## src/hw/rtl/rrtr_pkg.sv

```systemverilog
// ----------------------------------------------------------------------------
// RIP-relative target resolver package
// Shared word types, mode codes, opcode constants and byte classifiers.
// ----------------------------------------------------------------------------
package rrtr_pkg;

	// Mode codes carried in the action field.
	localparam logic [2:0] MODE_JMP  = 3'd0;
	localparam logic [2:0] MODE_CALL = 3'd1;
	localparam logic [2:0] MODE_MOV  = 3'd2;
	localparam logic [2:0] MODE_LEA  = 3'd3;
	localparam logic [2:0] MODE_SIMD = 3'd4;

	// Opcode and prefix bytes.
	localparam logic [7:0] OPC_JMP_REL32  = 8'hE9;
	localparam logic [7:0] OPC_CALL_REL32 = 8'hE8;
	localparam logic [7:0] OPC_MOV_LOAD   = 8'h8B;
	localparam logic [7:0] OPC_MOV_STORE  = 8'h89;
	localparam logic [7:0] OPC_LEA        = 8'h8D;
	localparam logic [7:0] OPC_ESCAPE     = 8'h0F;
	localparam logic [7:0] PFX_OPSIZE     = 8'h66;
	localparam logic [7:0] PFX_REPNE      = 8'hF2;
	localparam logic [7:0] PFX_REP        = 8'hF3;
	localparam logic [7:0] REX_BASE       = 8'h40;
	localparam logic [7:0] MODRM_RIP_MASK = 8'hC7;
	localparam logic [7:0] MODRM_RIP_VAL  = 8'h05;

	localparam int unsigned WIN_BYTES = 12;
	localparam int unsigned NUM_SIMD_OPS = 16;
	localparam int unsigned MAX_PREFIXES = 4;

	// Second opcode bytes accepted after the 0F escape.
	localparam logic [7:0] SIMD_OPS [NUM_SIMD_OPS] = '{
		8'h10, 8'h11, 8'h28, 8'h29, 8'h6F, 8'h7F, 8'h2E, 8'h2F,
		8'h51, 8'h52, 8'h58, 8'h59, 8'h5C, 8'h5D, 8'h5E, 8'h5F
	};

	typedef logic [3:0] win_idx_t;

	typedef struct packed {
		logic [2:0]  action;
		logic [63:0] instruction_address;
		logic [63:0] code_bytes_low;
		logic [31:0] code_bytes_high;
	} cmd_word_t;

	typedef struct packed {
		logic [63:0] target_address;
		logic        matched;
	} rsp_word_t;

	// Decoder status seen by the top level.
	typedef struct packed {
		logic     matched;
		win_idx_t disp_pos;
	} dec_info_t;

	function automatic logic is_rex(input logic [7:0] b);
		return b[7:4] == REX_BASE[7:4];
	endfunction

	function automatic logic is_rip_modrm(input logic [7:0] b);
		return (b & MODRM_RIP_MASK) == MODRM_RIP_VAL;
	endfunction

	function automatic logic is_simd_prefix(input logic [7:0] b);
		return (b == PFX_OPSIZE) || (b == PFX_REPNE) || (b == PFX_REP);
	endfunction

	function automatic logic is_simd_op(input logic [7:0] b);
		logic hit;
		hit = 1'b0;
		for (int k = 0; k < NUM_SIMD_OPS; k++) begin
			if (SIMD_OPS[k] == b) begin
				hit = 1'b1;
			end
		end
		return hit;
	endfunction

endpackage

```

## src/hw/rtl/rrtr_if.sv

```systemverilog
// ----------------------------------------------------------------------------
// RIP-relative target resolver channels
// Valid/ready channels for command words and result words.
// ----------------------------------------------------------------------------
interface rrtr_cmd_if;
	logic                 valid;
	logic                 ready;
	rrtr_pkg::cmd_word_t  data;

	modport source(output valid, output data, input ready);
	modport sink(input valid, input data, output ready);
endinterface

interface rrtr_rsp_if;
	logic                 valid;
	logic                 ready;
	rrtr_pkg::rsp_word_t  data;

	modport source(output valid, output data, input ready);
	modport sink(input valid, input data, output ready);
endinterface

```

## src/hw/rtl/rrtr_decode.sv

```systemverilog
// ----------------------------------------------------------------------------
// RIP-relative operand decoder
// Matches the encoding for the selected mode and forms the target address.
// ----------------------------------------------------------------------------
module rrtr_decode (
	input  rrtr_pkg::cmd_word_t cmd,
	output rrtr_pkg::rsp_word_t rsp,
	output rrtr_pkg::dec_info_t info
);

	logic [7:0]         win [rrtr_pkg::WIN_BYTES];
	logic               pf0, pf1, pf2, pf3;
	rrtr_pkg::win_idx_t pfx_end;
	rrtr_pkg::win_idx_t simd_esc;
	rrtr_pkg::win_idx_t mov_op;
	rrtr_pkg::win_idx_t pos;
	logic               ok;
	logic [31:0]        disp;
	logic [3:0]         ins_len;

	always_comb begin
		for (int i = 0; i < 8; i++) begin
			win[i] = cmd.code_bytes_low[8*i +: 8];
		end
		for (int i = 0; i < 4; i++) begin
			win[8+i] = cmd.code_bytes_high[8*i +: 8];
		end
	end

	// The simd prefix run stops at the first non-prefix or after four bytes.
	assign pf0 = rrtr_pkg::is_simd_prefix(win[0]);
	assign pf1 = pf0 & rrtr_pkg::is_simd_prefix(win[1]);
	assign pf2 = pf1 & rrtr_pkg::is_simd_prefix(win[2]);
	assign pf3 = pf2 & rrtr_pkg::is_simd_prefix(win[3]);

	always_comb begin
		if (pf3) begin
			pfx_end = 4'd4;
		end else if (pf2) begin
			pfx_end = 4'd3;
		end else if (pf1) begin
			pfx_end = 4'd2;
		end else if (pf0) begin
			pfx_end = 4'd1;
		end else begin
			pfx_end = 4'd0;
		end
	end

	assign simd_esc = pfx_end + {3'd0, rrtr_pkg::is_rex(win[pfx_end])};
	assign mov_op   = {3'd0, rrtr_pkg::is_rex(win[0])};

	always_comb begin
		ok  = 1'b0;
		pos = 4'd0;
		unique case (cmd.action)
			rrtr_pkg::MODE_JMP: begin
				ok  = win[0] == rrtr_pkg::OPC_JMP_REL32;
				pos = 4'd1;
			end
			rrtr_pkg::MODE_CALL: begin
				ok  = win[0] == rrtr_pkg::OPC_CALL_REL32;
				pos = 4'd1;
			end
			rrtr_pkg::MODE_MOV: begin
				ok  = ((win[mov_op] == rrtr_pkg::OPC_MOV_LOAD) ||
				       (win[mov_op] == rrtr_pkg::OPC_MOV_STORE)) &&
				      rrtr_pkg::is_rip_modrm(win[mov_op + 4'd1]);
				pos = mov_op + 4'd2;
			end
			rrtr_pkg::MODE_LEA: begin
				ok  = (win[mov_op] == rrtr_pkg::OPC_LEA) &&
				      rrtr_pkg::is_rip_modrm(win[mov_op + 4'd1]);
				pos = mov_op + 4'd2;
			end
			rrtr_pkg::MODE_SIMD: begin
				ok  = (win[simd_esc] == rrtr_pkg::OPC_ESCAPE) &&
				      rrtr_pkg::is_simd_op(win[simd_esc + 4'd1]) &&
				      rrtr_pkg::is_rip_modrm(win[simd_esc + 4'd2]);
				pos = simd_esc + 4'd3;
			end
			default: begin
				ok  = 1'b0;
				pos = 4'd0;
			end
		endcase
	end

	assign disp    = {win[pos + 4'd3], win[pos + 4'd2], win[pos + 4'd1], win[pos]};
	assign ins_len = pos + 4'd4;

	always_comb begin
		rsp.matched = ok;
		if (ok) begin
			rsp.target_address = cmd.instruction_address
				+ {{32{disp[31]}}, disp} + {60'd0, ins_len};
		end else begin
			rsp.target_address = cmd.instruction_address;
		end
	end

	assign info.matched  = ok;
	assign info.disp_pos = pos;

endmodule

```

## src/hw/rtl/rip_relative_target_resolver_top.sv

```systemverilog
// ----------------------------------------------------------------------------
// RIP-relative target resolver
// Resolves the target of a jmp, call, mov, lea or simd RIP-relative operand.
// ----------------------------------------------------------------------------
// The block takes one command word per cycle unless stalled and returns one
// result word for each, in order. A command accepted at a clock edge is
// captured in the input register, decoded and added in the single stage of
// logic behind it, and its result then loads into the result register, which
// drives the result channel; the sustained rate is one word per cycle. That
// rate is set by the one decode stage, whose longest path is the byte select
// of the displacement followed by the 64-bit address add. A finished result
// that is not taken holds in the result register while the input register
// still takes one more command; the input side stalls only when both are full
// and the result is not taken. Unmatched encodings and unused mode codes give
// the instruction address back unchanged with matched low.
// ----------------------------------------------------------------------------
module rip_relative_target_resolver_top (
	input logic             clk,
	input logic             arst_n,
	rrtr_cmd_if.sink        cmd,
	rrtr_rsp_if.source      rsp
);

	// Input register.
	logic                vld_s1;
	rrtr_pkg::cmd_word_t cmd_s1;

	// Result register.
	logic                vld_s2;
	rrtr_pkg::rsp_word_t rsp_s2;

	// Decode of the word held in the input register.
	rrtr_pkg::rsp_word_t dec_rsp;
	rrtr_pkg::dec_info_t dec_info;

	logic adv_s2;
	logic adv_s1;

	// The result register can load when it is empty or being drained.
	assign adv_s2    = !vld_s2 || rsp.ready;
	// The input register can load when it is empty or moving forward.
	assign adv_s1    = !vld_s1 || adv_s2;
	assign cmd.ready = adv_s1;

	rrtr_decode u_decode (
		.cmd  (cmd_s1),
		.rsp  (dec_rsp),
		.info (dec_info)
	);

	always_ff @(posedge clk or negedge arst_n) begin
		if (!arst_n) begin
			vld_s1 <= 1'b0;
			vld_s2 <= 1'b0;
		end else begin
			if (adv_s1) begin
				vld_s1 <= cmd.valid;
			end
			if (adv_s2) begin
				vld_s2 <= vld_s1;
			end
		end
	end

	// Payload registers load without reset; the valid bits qualify them.
	always_ff @(posedge clk) begin
		if (adv_s1 && cmd.valid) begin
			cmd_s1 <= cmd.data;
		end
		if (adv_s2 && vld_s1) begin
			rsp_s2 <= dec_rsp;
		end
	end

	assign rsp.valid = vld_s2;
	assign rsp.data  = rsp_s2;

	// Unused mode codes never match.
	a_unused_mode_no_match: assert property (@(posedge clk) disable iff (!arst_n)
		vld_s1 && (cmd_s1.action > rrtr_pkg::MODE_SIMD) |-> !dec_info.matched)
		else $error("unused mode code decoded as a match");

	// A matched jmp or call has its displacement right after the opcode.
	a_rel_disp_pos: assert property (@(posedge clk) disable iff (!arst_n)
		vld_s1 && dec_info.matched &&
		((cmd_s1.action == rrtr_pkg::MODE_JMP) || (cmd_s1.action == rrtr_pkg::MODE_CALL))
		|-> dec_info.disp_pos == 4'd1)
		else $error("relative branch displacement misplaced");

	// The displacement always lies inside the 12-byte window.
	a_disp_in_window: assert property (@(posedge clk) disable iff (!arst_n)
		vld_s1 && dec_info.matched |-> dec_info.disp_pos <= 4'd8)
		else $error("displacement runs past the code window");

	// A mismatch returns the instruction address unchanged.
	a_mismatch_passthru: assert property (@(posedge clk) disable iff (!arst_n)
		vld_s1 && !dec_info.matched |->
		dec_rsp.target_address == cmd_s1.instruction_address)
		else $error("unmatched word altered the address");

	// With both registers full and the result not taken, no command enters.
	a_full_stall: assert property (@(posedge clk) disable iff (!arst_n)
		vld_s1 && vld_s2 && !rsp.ready |-> !cmd.ready)
		else $error("command accepted while the pipeline is full");

	// A result that waits is still there in the next cycle.
	a_result_held: assert property (@(posedge clk) disable iff (!arst_n)
		vld_s2 && !rsp.ready |=> vld_s2 && $stable(rsp_s2))
		else $error("waiting result was dropped or changed");

endmodule

```

## src/flat_wrapper.sv

```systemverilog
// flat-port wrapper written by rule: the top's interface ports become plain ports
module rip_relative_target_resolver_top_flat 
  (clk, arst_n, cmd_valid, cmd_data, cmd_ready, rsp_valid, rsp_data, rsp_ready);
  rrtr_cmd_if cmd_i ();
  rrtr_rsp_if rsp_i ();
  input logic clk;
  input logic arst_n;
  input wire logic [$bits(cmd_i.valid)-1:0] cmd_valid;
  input wire logic [$bits(cmd_i.data)-1:0] cmd_data;
  output wire logic [$bits(cmd_i.ready)-1:0] cmd_ready;
  output wire logic [$bits(rsp_i.valid)-1:0] rsp_valid;
  output wire logic [$bits(rsp_i.data)-1:0] rsp_data;
  input wire logic [$bits(rsp_i.ready)-1:0] rsp_ready;
  assign cmd_i.valid = cmd_valid;
  assign cmd_i.data = cmd_data;
  assign cmd_ready = cmd_i.ready;
  assign rsp_valid = rsp_i.valid;
  assign rsp_data = rsp_i.data;
  assign rsp_i.ready = rsp_ready;
  rip_relative_target_resolver_top u_core (.clk(clk), .arst_n(arst_n), .cmd(cmd_i), .rsp(rsp_i));
endmodule
```

## config.mk

```make
export PLATFORM = sky130hd
export DESIGN_NAME = rip_relative_target_resolver_top_flat
export DESIGN_NICKNAME = d
export VERILOG_FILES = /design/src/hw/rtl/rrtr_pkg.sv /design/src/hw/rtl/rrtr_if.sv /design/src/hw/rtl/rrtr_decode.sv /design/src/hw/rtl/rip_relative_target_resolver_top.sv /design/src/flat_wrapper.sv
export SDC_FILE = /design/constraint.sdc
export NUM_CORES = 1
export LEC_CHECK = 0
export BUFFER_PORTS_ARGS = -buffer_cell sky130_fd_sc_hd__buf_2
export CAP_MARGIN = 10
export CORE_MARGIN = 8
export CORE_UTILIZATION = 55
export CTS_CLUSTER_SIZE = 16
export DETAILED_ROUTE_END_ITERATION = 7
export PLACE_DENSITY = 0.77
export SLEW_MARGIN = 20
export SYNTH_ARGS = -nofsm -noshare
export SYNTH_HDL_FRONTEND = slang
export SYNTH_SLANG_ARGS = --single-unit
```

## constraint.sdc

```tcl
create_clock -name clk -period 24.6 [get_ports clk]
set_clock_uncertainty 0.15 [all_clocks]
set_input_delay 3.69 -clock clk [delete_from_list [all_inputs] [get_ports clk]]
set_output_delay 3.69 -clock clk [all_outputs]
set_load 0.02 [all_outputs]
```

Word-level counts from Yosys, hierarchy flattened
Cells that the tools add are included.

Mux-type cells: 54. Reduce and logical (&&, ||, !) cells: 22. Bitwise operators: 13. Eq/ne operators: 42. $add $sub $neg: 12. Magnitude comparators: 10.

Operator list (count): $bmux W8 S4 (10); $mux W8 (20); $eq A8 B8 Y1 const B (13); $eq A7 B8 Y1 const A (10); $add A64 B4 Y64 (1); $add A64 B64 Y64 (1); $mux W64 (1); $ge A5 B5 Y1 const B (10); $not A4 Y5 (8); $eq A6 B8 Y1 const A (4); $eq A8 B7 Y1 const B (4); $mux W1 (18); $add A4 B2 Y4 const B (4); $eq A5 B8 Y1 const A (2); $pmux W4 S3 (1); $logic_or A1 B1 Y1 (11); $eq A5 B3 Y1 const B (2); $add A4 B1 Y4 const B (2); $eq A4 B3 Y1 const B (2); $eq A8 B4 Y1 const B (1); $eq A3 B2 Y1 const B (2); $logic_and A1 B1 Y1 (6); $not A1 Y5 (1); $not A2 Y5 (1); 13 further kinds (18).

Flip-flop bits (word level): 230. Bits of input ports: 167.

Longest topological paths before layout
Gate-level depths: netlist of the first run.

Depth in word-level cells: 40. Depth in mapped cells: 39. Mapped depth without buffers: 33.

By module
From an unflattened synthesis of the first run, not the netlist that was laid out.

Cells, all modules: 1477. Area total of the unflattened synthesis: 16913.7 um2.

By module, submodules not included: rrtr_decode (seq. area each 0.0 um2, times used 1, area an instance 9963.3 um2, cells each 1241); rip_relative_target_resolver_top (seq. area each 6896.6 um2, times used 1, area an instance 6950.4 um2, cells each 236).

Least setup slack after synthesis of the first run
No wires, ideal clock.

Path type: register -> register. From: register u_core.cmd_s1[52] (netlist name). To: register u_core.rsp_s2 (netlist bit u_core.rsp.data[44]), data pin. Setup slack: 13.982 ns. Stages on the path, launching flop included: 38. Clock period less this slack: 10.618 ns. Arrival time: 10.208 ns. Cells stage by stage: edfxtp_1 or4b_1 a21oi_2 nand2b_1 a21oi_1 o21ai_0 a32oi_1 o22ai_1 ha_1 ha_1 ha_1 clkbuf_1 buf_2 buf_2 buf_1 o21ai_1 clkbuf_1 buf_1 [2 not listed] clkbuf_1 clkbuf_1 clkbuf_1 mux4_2 nand3_1 o21ai_0 ha_1 ha_1 nand2_1 o21ai_0 a41oi_1 o31ai_1 a31oi_1 o41ai_1 a21boi_0 o2111ai_1 o311ai_0 mux2_4.

RTL lines: start: declaration (RTL line rip_relative_target_resolver_top.sv:26) `rrtr_pkg::cmd_word_t cmd_s1;`; start signal: assignment (RTL line rip_relative_target_resolver_top.sv:68) `cmd_s1 <= cmd.data;`; end signal: assignment (RTL line rip_relative_target_resolver_top.sv:71) `rsp_s2 <= dec_rsp;`; end: declaration (RTL line rip_relative_target_resolver_top.sv:30) `rrtr_pkg::rsp_word_t rsp_s2;`.

==> results of run 1 <==
## logic make-up (layout without fill, tap and decap cells)
| family | after synthesis | count (layout) |
|---|---|---|
| flops | 230 | 230 |
| fa+ha+maj | 136 | 136 |
| xor+xnor | 60 | 60 |
| compound gates | 366 | 366 |
| mux | 231 | 231 |
| simple gates | 325 | 325 |
| buf+inv | 129 | 339 |
| other cells | 0 | 1 |
## state kept, by name, summed over array words and instances (netlist names)
register          flops
u_core.vld_s1         1
u_core.rsp.valid      1
u_core.cmd_s1       163
u_core.rsp.data      65
## through the flow
step	cells	worst slack (ns)	area, µm²
4_1_cts	2089	13.75	19800
3_3_place_gp	2041	14.03	18900
6_report	2090	13.62	19800
3_5_place_dp	2041	13.79	18900
5_1_grt	2089	12.89	19800
2_1_floorplan	1477	13.98	17500
## layer usage
layer / track usage / vias to the layer above / wire length, µm
met5: 0 / - / 0
met4: 0.119 / 0 / 2520
met3: 0.0592 / 138 / 4360
met2: 0.433 / 742 / 24000
met1: 0.336 / 6612 / 21000
li1: - / 6250 / -
## power groups by stage
stage               combinational (W)  sequential, W  clock [W]
finish                       0.000585       0.000495   0.000382
global route                 0.000637       0.000496   0.000407
CTS                          0.000579       0.000494   0.000393
detailed placement           0.000574       0.000501          0
global placement             0.000568       0.000501          0
floorplan                    0.000423       0.000500          0
## layout by cell type (no fill, tap or decap), types with 15 or more instances in the layout
| cell type | count |
|---|---|
| edfxtp_1 | 228 |
| xor2_1 | 27 |
| o21ai_0 | 73 |
| mux2_4 | 30 |
| buf_4 | 18 |
| o22ai_1 | 16 |
| nor3_1 | 21 |
| buf_2 | 233 |
| xnor2_1 | 30 |
| nand2b_1 | 18 |
| inv_1 | 38 |
| ha_1 | 129 |
| nand2_1 | 84 |
| nand4_1 | 22 |
| nor2_1 | 53 |
| clkbuf_16 | 27 |
| nand3_1 | 47 |
| o21a_1 | 15 |
| mux2i_1 | 80 |
| mux2_2 | 32 |
| mux4_2 | 88 |
| a31oi_1 | 18 |
| a21o_1 | 51 |
| a21oi_1 | 82 |
## worst paths after layout
check                             startpoint                   to  slack, ns  cells past startpoint
min                            u_core.vld_s1     u_core.rsp.valid       0.37                      1
max                        u_core.cmd_s1[48]  u_core.rsp.data[58]      13.62                     32
min reg2reg                    u_core.vld_s1     u_core.rsp.valid       0.37                      1
max reg2reg                u_core.cmd_s1[48]  u_core.rsp.data[58]      13.62                     32
min in group asynchronous             arst_n     u_core.rsp.valid       2.78                      1
max in group asynchronous             arst_n     u_core.rsp.valid      21.43                      1
## worst register-to-register path: cells and delay by family, from the launching register on
family | cells | cell delay (ns)
compound gates | 9 | 2.33
xor+xnor | 3 | 0.63
fa+ha+maj | 5 | 1.78
buf+inv | 4 | 1.27
flops | 1 | 0.48
mux | 2 | 0.57
simple gates | 9 | 3.55
## area by class of cell
| class | instances | area share |
|---|---|---|
| inverters | 40 | 0.00760 |
| clock buffers | 39 | 0.0365 |
| flip-flops and latches | 230 | 0.349 |
| diodes | 1 | 0.000127 |
| well taps | 402 | 0.0255 |
| repair buffers | 251 | 0.0659 |
| multi-input cells | 1118 | 0.509 |
| clock inverters | 9 | 0.00627 |
==> metrics.md, run 1 <==
| Metric | Value |
|---|---|
| Crit share post-route | 0.446 |
| Top delay family on crit path | simple AND/OR/NAND/NOR gates |
| Routed len/inst | 24.8 µm |
| Slew @ Worst Pin | about 1.0 ns |
| Clk_lat worst skew | roughly 0.54 ns |
| Final hold vios | 0 |
| Port bufs | roughly 230 |
| CTS Root Cell | clkbuf_16 |
| Fmax achieved | about 91 MHz |
| Max Root-Sink Buffers | 3 |
| Pint | 0.000944 W |
| Syn. warnings | 0 |
| DRT antenna net count | 0 |
| Syn avg cell area | roughly 12 µm² |
| Post-Synth XOR/XNOR Area | 0.0325 |
| Post-CTS Setup Bufs | 0 |
| # setup viols final | 0 |
| Post-synth EDFFs | about 230 |
| Wirelength, routed | about 52000 µm |
| Fin Hold WS | around 0.37 ns |
| Combinational Power Share | 0.400 |
| Die Ht | 194 µm |
| P&R area growth vs syn | 13.1% |
| Count leader, synth | edfxtp_1 |
| Die Area | between 30000 and 40000 µm² |
| Io pins | approximately 230 |
| DPL Wire Length | roughly 40000 µm |
| Starting DRT DRC Count | approximately 1400 |
| Buffers & Inverters on Critical Path | 4 |
| H-tree Lvls | 1 |
| Core area | roughly 31000 µm² |
| Critical Path End Type | register |
| Largest net degree at the start of global routing | about 80 |
| Vias in the first global route | approximately 13000 |
| Crit path arrival time | approximately 11 ns |
| Routability cong. | 1.00 |
| Share of synthesized registers carrying an async set or reset | 0.00870 |
| FILL cells | 2469 |
| CTS buffer count | 26 |
| Yosys top cell area share | 0.392 |
| Total of max-cap violations | 0 |
| Largest fanout on the critical path | between 40 and 50 |
| CTS tree | yes |
| Drt first pass iters | 8 |
| Post-Synthesis Cells | between 1000 and 1500 |
| Share of total power in the clock network | 0.261 |
| Complex-gate fraction of the synthesized area | 0.138 |
| # rows | 65 |
| Share of cells above drive strength 1 | 0.273 |
| Vias/cell | 6.58 |
| Post-route setup TNS | 0 ns |
| Drt drc | 0 |
| Synthesized Nets | approximately 1800 |
| PostCTS Resize Cnt | 0 |
| Leak Pwr | 7.97 nW |
| Sequential Power Share | 0.339 |
| WS Path Type | reg2reg |
| Hold-fix buffers at CTS | 0 |
| Global-route wire length before repair | just under 80000 µm |
| Vias | roughly 14000 |
| Slowest CP cell | nand2_1 |
| Clk sink count | 230 |
| RSZ-0062 raised after global routing | no |
| Main combinational cell family by area after synthesis | multiplexers |
| CP startpoint kind | register |
| Register area share after synthesis | 0.395 |
| Initial antenna violation count | 1 |
| Rel. slew slack | 0.319 |
| Top cells by count, synth | 228 x edfxtp_1, 131 x ha_1, 88 x mux4_2, 84 x nand2_1, 82 x a21oi_1 |
| Post-Synth Simple-Gate Area | 0.0983 |
| CP required | about 25 ns |
| Pwr Total | 0.00146 W |
| Final core occ | 0.629 |
| Dominant synthesized flop cell | edfxtp_1 |
| Unique masters post-synth | between 80 and 90 |
| Overflow after GRT | 0 |
| Die width | 194 µm |
| Multiplexer share of the synthesized area | 0.206 |
| Fin crit period | about 11 ns |
| Top cells by area, synth | edfxtp_1 39%, mux4_2 11%, ha_1 9.4%, mux2i_1 4.6%, mux2_4 2.6% |
| Max Slew Vio Count | 0 |
| Starting Density | 0.556 |
| Switch Pwr | roughly 0.00052 W |
| Synth Cell Area | approximately 17000 µm² |
| Worst hold path class | reg2reg |
| Area leader, netlist | edfxtp_1 |
| FF+latch count, synth | 230 |
| Worst-path clk slew | around 0.060 ns |
| Outcome | finished, final reports clean |
| Power per Cell Area | roughly 74 nW/µm² |
| Register Area | between 6000 and 7000 µm² |
| Footprint of the multi-input gates | between 10000 and 15000 µm² |
| Sw frac | 0.354 |
| Worst vdd ir | between 0.06 and 0.07 mV |
| Most common cell on crit path | ha_1 |
| Adder-cell share of the synthesized area | 0.0996 |
| Max stage delay on crit path | 0.74 ns |
| Net count, final | roughly 2000 |
| Overall Global Routing Usage | 0.265 |
Note: power is estimated with default switching activity, not from simulation.
==> run 2: changes to the inputs <==
--- a/config.mk
+++ b/config.mk
@@ -8,10 +8,10 @@
 export BUFFER_PORTS_ARGS = -buffer_cell sky130_fd_sc_hd__buf_2
 export CAP_MARGIN = 10
 export CORE_MARGIN = 8
-export CORE_UTILIZATION = 55
+export CORE_UTILIZATION = 54
 export CTS_CLUSTER_SIZE = 16
 export DETAILED_ROUTE_END_ITERATION = 7
-export PLACE_DENSITY = 0.77
+export PLACE_DENSITY = 0.78
 export SLEW_MARGIN = 20
 export SYNTH_ARGS = -nofsm -noshare
 export SYNTH_HDL_FRONTEND = slang
==> constraint.sdc (replaced) <==
create_clock -name clk -period 9.77 [get_ports clk]
set_clock_uncertainty 0.15 [all_clocks]
set_input_delay 1.4655 -clock clk [delete_from_list [all_inputs] [get_ports clk]]
set_output_delay 1.4655 -clock clk [all_outputs]
set_load 0.02 [all_outputs]
==> metrics.md, run 2 (synthesized netlist as in run 1, its figures left out) <==
| Metric | Value |
|---|---|
| Outcome | finished, final reports clean (unchanged) |
| Placed insts | 2081 (was 2041) |
| Die width | 196 µm (was 194 µm) |
| Fin crit period | 9.21 ns (was 10.98 ns) |
| PostCTS Resize Cnt | 0 (unchanged) |
| WS Path Type | reg2reg (unchanged) |
| Slowest CP cell | or4b_1 (was nand2_1) |
| Most frequent cells in the layout | 233 x buf_2, 228 x edfxtp_1, 130 x ha_1, 88 x mux4_2, 84 x nand2_1 (was 233 x buf_2, 228 x edfxtp_1, 129 x ha_1, 88 x mux4_2, 84 x nand2_1) |
| FILL cells | 2582 (was 2469) |
| Final cell count without fillers | 2126 (was 2090) |
| Hold path start | u_core.vld_s1 (unchanged) |
| Max Root-Sink Buffers | 3 (unchanged) |
| Worst reg2reg setup slack | 0.56 ns (was 13.62 ns) |
| CP startpoint kind | register (unchanged) |
| Vias/cell | 6.67 (was 6.58) |
| Global-route wire length before repair | 82200 µm (was 79100 µm) |
| Die Area | 38300 µm² (was 37700 µm²) |
| Crit path arrival time | 9.35 ns (was 11.13 ns) |
| Starting DRT DRC Count | 1617 (was 1369) |
| Hold-fix buffers at CTS | 0 (unchanged) |
| Routability cong. | 1.02 (was 1.00) |
| Critical Path End Type | register (unchanged) |
| Largest fanout on the critical path | 21 (was 47) |
| Max stage delay on crit path | 0.56 ns (was 0.74 ns) |
| Final hold vios | 0 (unchanged) |
| Wirelength, routed | 53700 µm (was 51900 µm) |
| Crit share post-route | 0.943 (was 0.446) |
| # rows | 66 (was 65) |
| Most common cell after layout, fill and taps aside | buf_2 (unchanged) |
| Leak Pwr | 8.12 nW (was 7.97 nW) |
| Post-CTS Setup Bufs | 0 (unchanged) |
| H-tree Lvls | 1 (unchanged) |
| CTS buffer count | 25 (was 26) |
| Starting Density | 0.542 (was 0.556) |
| Drt first pass iters | 6 (was 8) |
| Share of total power in the clock network | 0.243 (was 0.261) |
| RSZ-0062 raised after global routing | no (unchanged) |
| Switch Pwr | 0.00133 W (was 0.000518 W) |
| Port bufs | 233 (unchanged) |
| Core area | 32200 µm² (was 31400 µm²) |
| Largest net degree at the start of global routing | 81 (was 82) |
| Drt drc | 0 (unchanged) |
| P&R area growth vs syn | 14.4% (was 13.1%) |
| # setup viols final | 0 (unchanged) |
| RR Startpoint | u_core.cmd_s1[52] (was u_core.cmd_s1[48]) |
| Reg2reg path depth | 28 (was 32) |
| Clk sink count | 230 (unchanged) |
| Share of cells above drive strength 1 | 0.293 (was 0.273) |
| Worst Hold Path Cells | 1 (unchanged) |
| Clk_lat worst skew | 0.54 ns (about the same) |
| Most common cell on crit path | ha_1 (unchanged) |
| Sw frac | 0.367 (was 0.354) |
| CTS tree | yes (unchanged) |
| CP required | 9.91 ns (was 24.75 ns) |
| Pwr Total | 0.00364 W (was 0.00146 W) |
| Overall Global Routing Usage | 0.273 (was 0.265) |
| Overflow after GRT | 0 (unchanged) |
| Worst vdd ir | 0.137 mV (was 0.0624 mV) |
| Crit path launch | u_core.cmd_s1[52] (was u_core.cmd_s1[48]) |
| Vias in the first global route | 14066 (was 13483) |
| Worst-path clk slew | 0.06 ns (about the same) |
| Worst hold path class | reg2reg (unchanged) |
| Combinational Power Share | 0.416 (was 0.400) |
| Sequential Power Share | 0.341 (was 0.339) |
| Vias | 14170 (was 13742) |
| Fmax achieved | 109 MHz (was 91.1 MHz) |
| DPL Wire Length | 41900 µm (was 40000 µm) |
| Net count, final | 2003 (was 1970) |
| CTS Root Cell | clkbuf_16 (unchanged) |
| Rel. slew slack | 0.385 (was 0.319) |
| Reg with most FFs | u_core.cmd_s1 (unchanged) |
| Fin Hold WS | 0.351 ns (was 0.371 ns) |
| Initial antenna violation count | 0 (was 1) |
| Pint | 0.00230 W (was 0.000944 W) |
| Post-route setup TNS | 0 ns (unchanged) |
| Io pins | 234 (unchanged) |
| Total of max-cap violations | 0 (unchanged) |
| Slew @ Worst Pin | 0.922 ns (was 1.01 ns) |
| Die Ht | 196 µm (was 194 µm) |
| Routed len/inst | 25.3 µm (was 24.8 µm) |
| DRT antenna net count | 0 (unchanged) |
| Power per Cell Area | 182 nW/µm² (was 74.0 nW/µm²) |
| ANT cells | 0 (was 1) |
| Max Slew Vio Count | 0 (unchanged) |
| Max reg flops | 163 (unchanged) |
==> run 2: cell types whose count changed in the layout (fill, tap and decap cells not counted), moves of 2 or more <==
cell / before / now
clkinvlp_4: 1 / 5
buf_4: 18 / 51
bufinv_16: 3 / 1
clkinv_2: 2 / 6
clkbuf_1: 12 / 3
clkbuf_16: 27 / 25
==> run 2: power by group through the flow <==
stage               clock network, W  logic (W)  registers, W
finish                      0.000886    0.00151       0.00124
global route                0.000940    0.00164       0.00124
CTS                         0.000908    0.00149       0.00124
detailed placement                 0    0.00148       0.00126
global placement                   0    0.00146       0.00125
floorplan                          0    0.00107       0.00126
==> run 2: final timing paths <==
check / to
max in group asynchronous: u_core.rsp.valid
worst max-delay path: u_core.rsp.data[58]
worst min register to register: u_core.rsp.valid
worst max register to register: u_core.rsp.data[58]
worst min-delay path: u_core.rsp.valid
min in group asynchronous: u_core.vld_s1
==> run 2: metal layers <==
| metal | wire (µm) | global-route usage | vias up |
|---|---|---|---|
| met3 | 4790 | 0.0517 | 195 |
| met5 | 0 | 0 | - |
| met1 | 21500 | 0.353 | 6811 |
| met4 | 3380 | 0.151 | 0 |
| li1 | - | - | 6322 |
| met2 | 24100 | 0.430 | 842 |
==> run 2: worst max-delay path, delay by kind of cell, from the launching register on <==
| family | cells | cell delay (ns) |
|---|---|---|
| simple gates | 10 | 3.37 |
| fa+ha+maj | 3 | 1.15 |
| mux | 3 | 0.72 |
| compound gates | 8 | 2.06 |
| xor+xnor | 1 | 0.12 |
| flops | 1 | 0.51 |
| buf+inv | 3 | 0.83 |
==> run 2: layout make-up <==
class	instances	area (µm²)	share of cell area
multi-input combinational	1118	10100	0.505
inverter	40	150	0.00752
clock inverter	17	131	0.00658
sequential	230	6900	0.345
clock buffer	28	637	0.0319
timing repair buffer	285	1570	0.0786
tap	408	510	0.0256
==> run 2: stage by stage <==
| step | instance area [µm²] | utilization | setup WS [ns] |
|---|---|---|---|
| after detailed placement | 19200 | 0.596 | 0.642 |
| after global placement | 19200 | 0.596 | 0.810 |
| after CTS | 20000 | 0.620 | 0.569 |
| final | 20000 | 0.620 | 0.561 |
| after global routing | 20000 | 0.620 | 0.0100 |
| after floorplan | 17500 | - | -0.0205 |
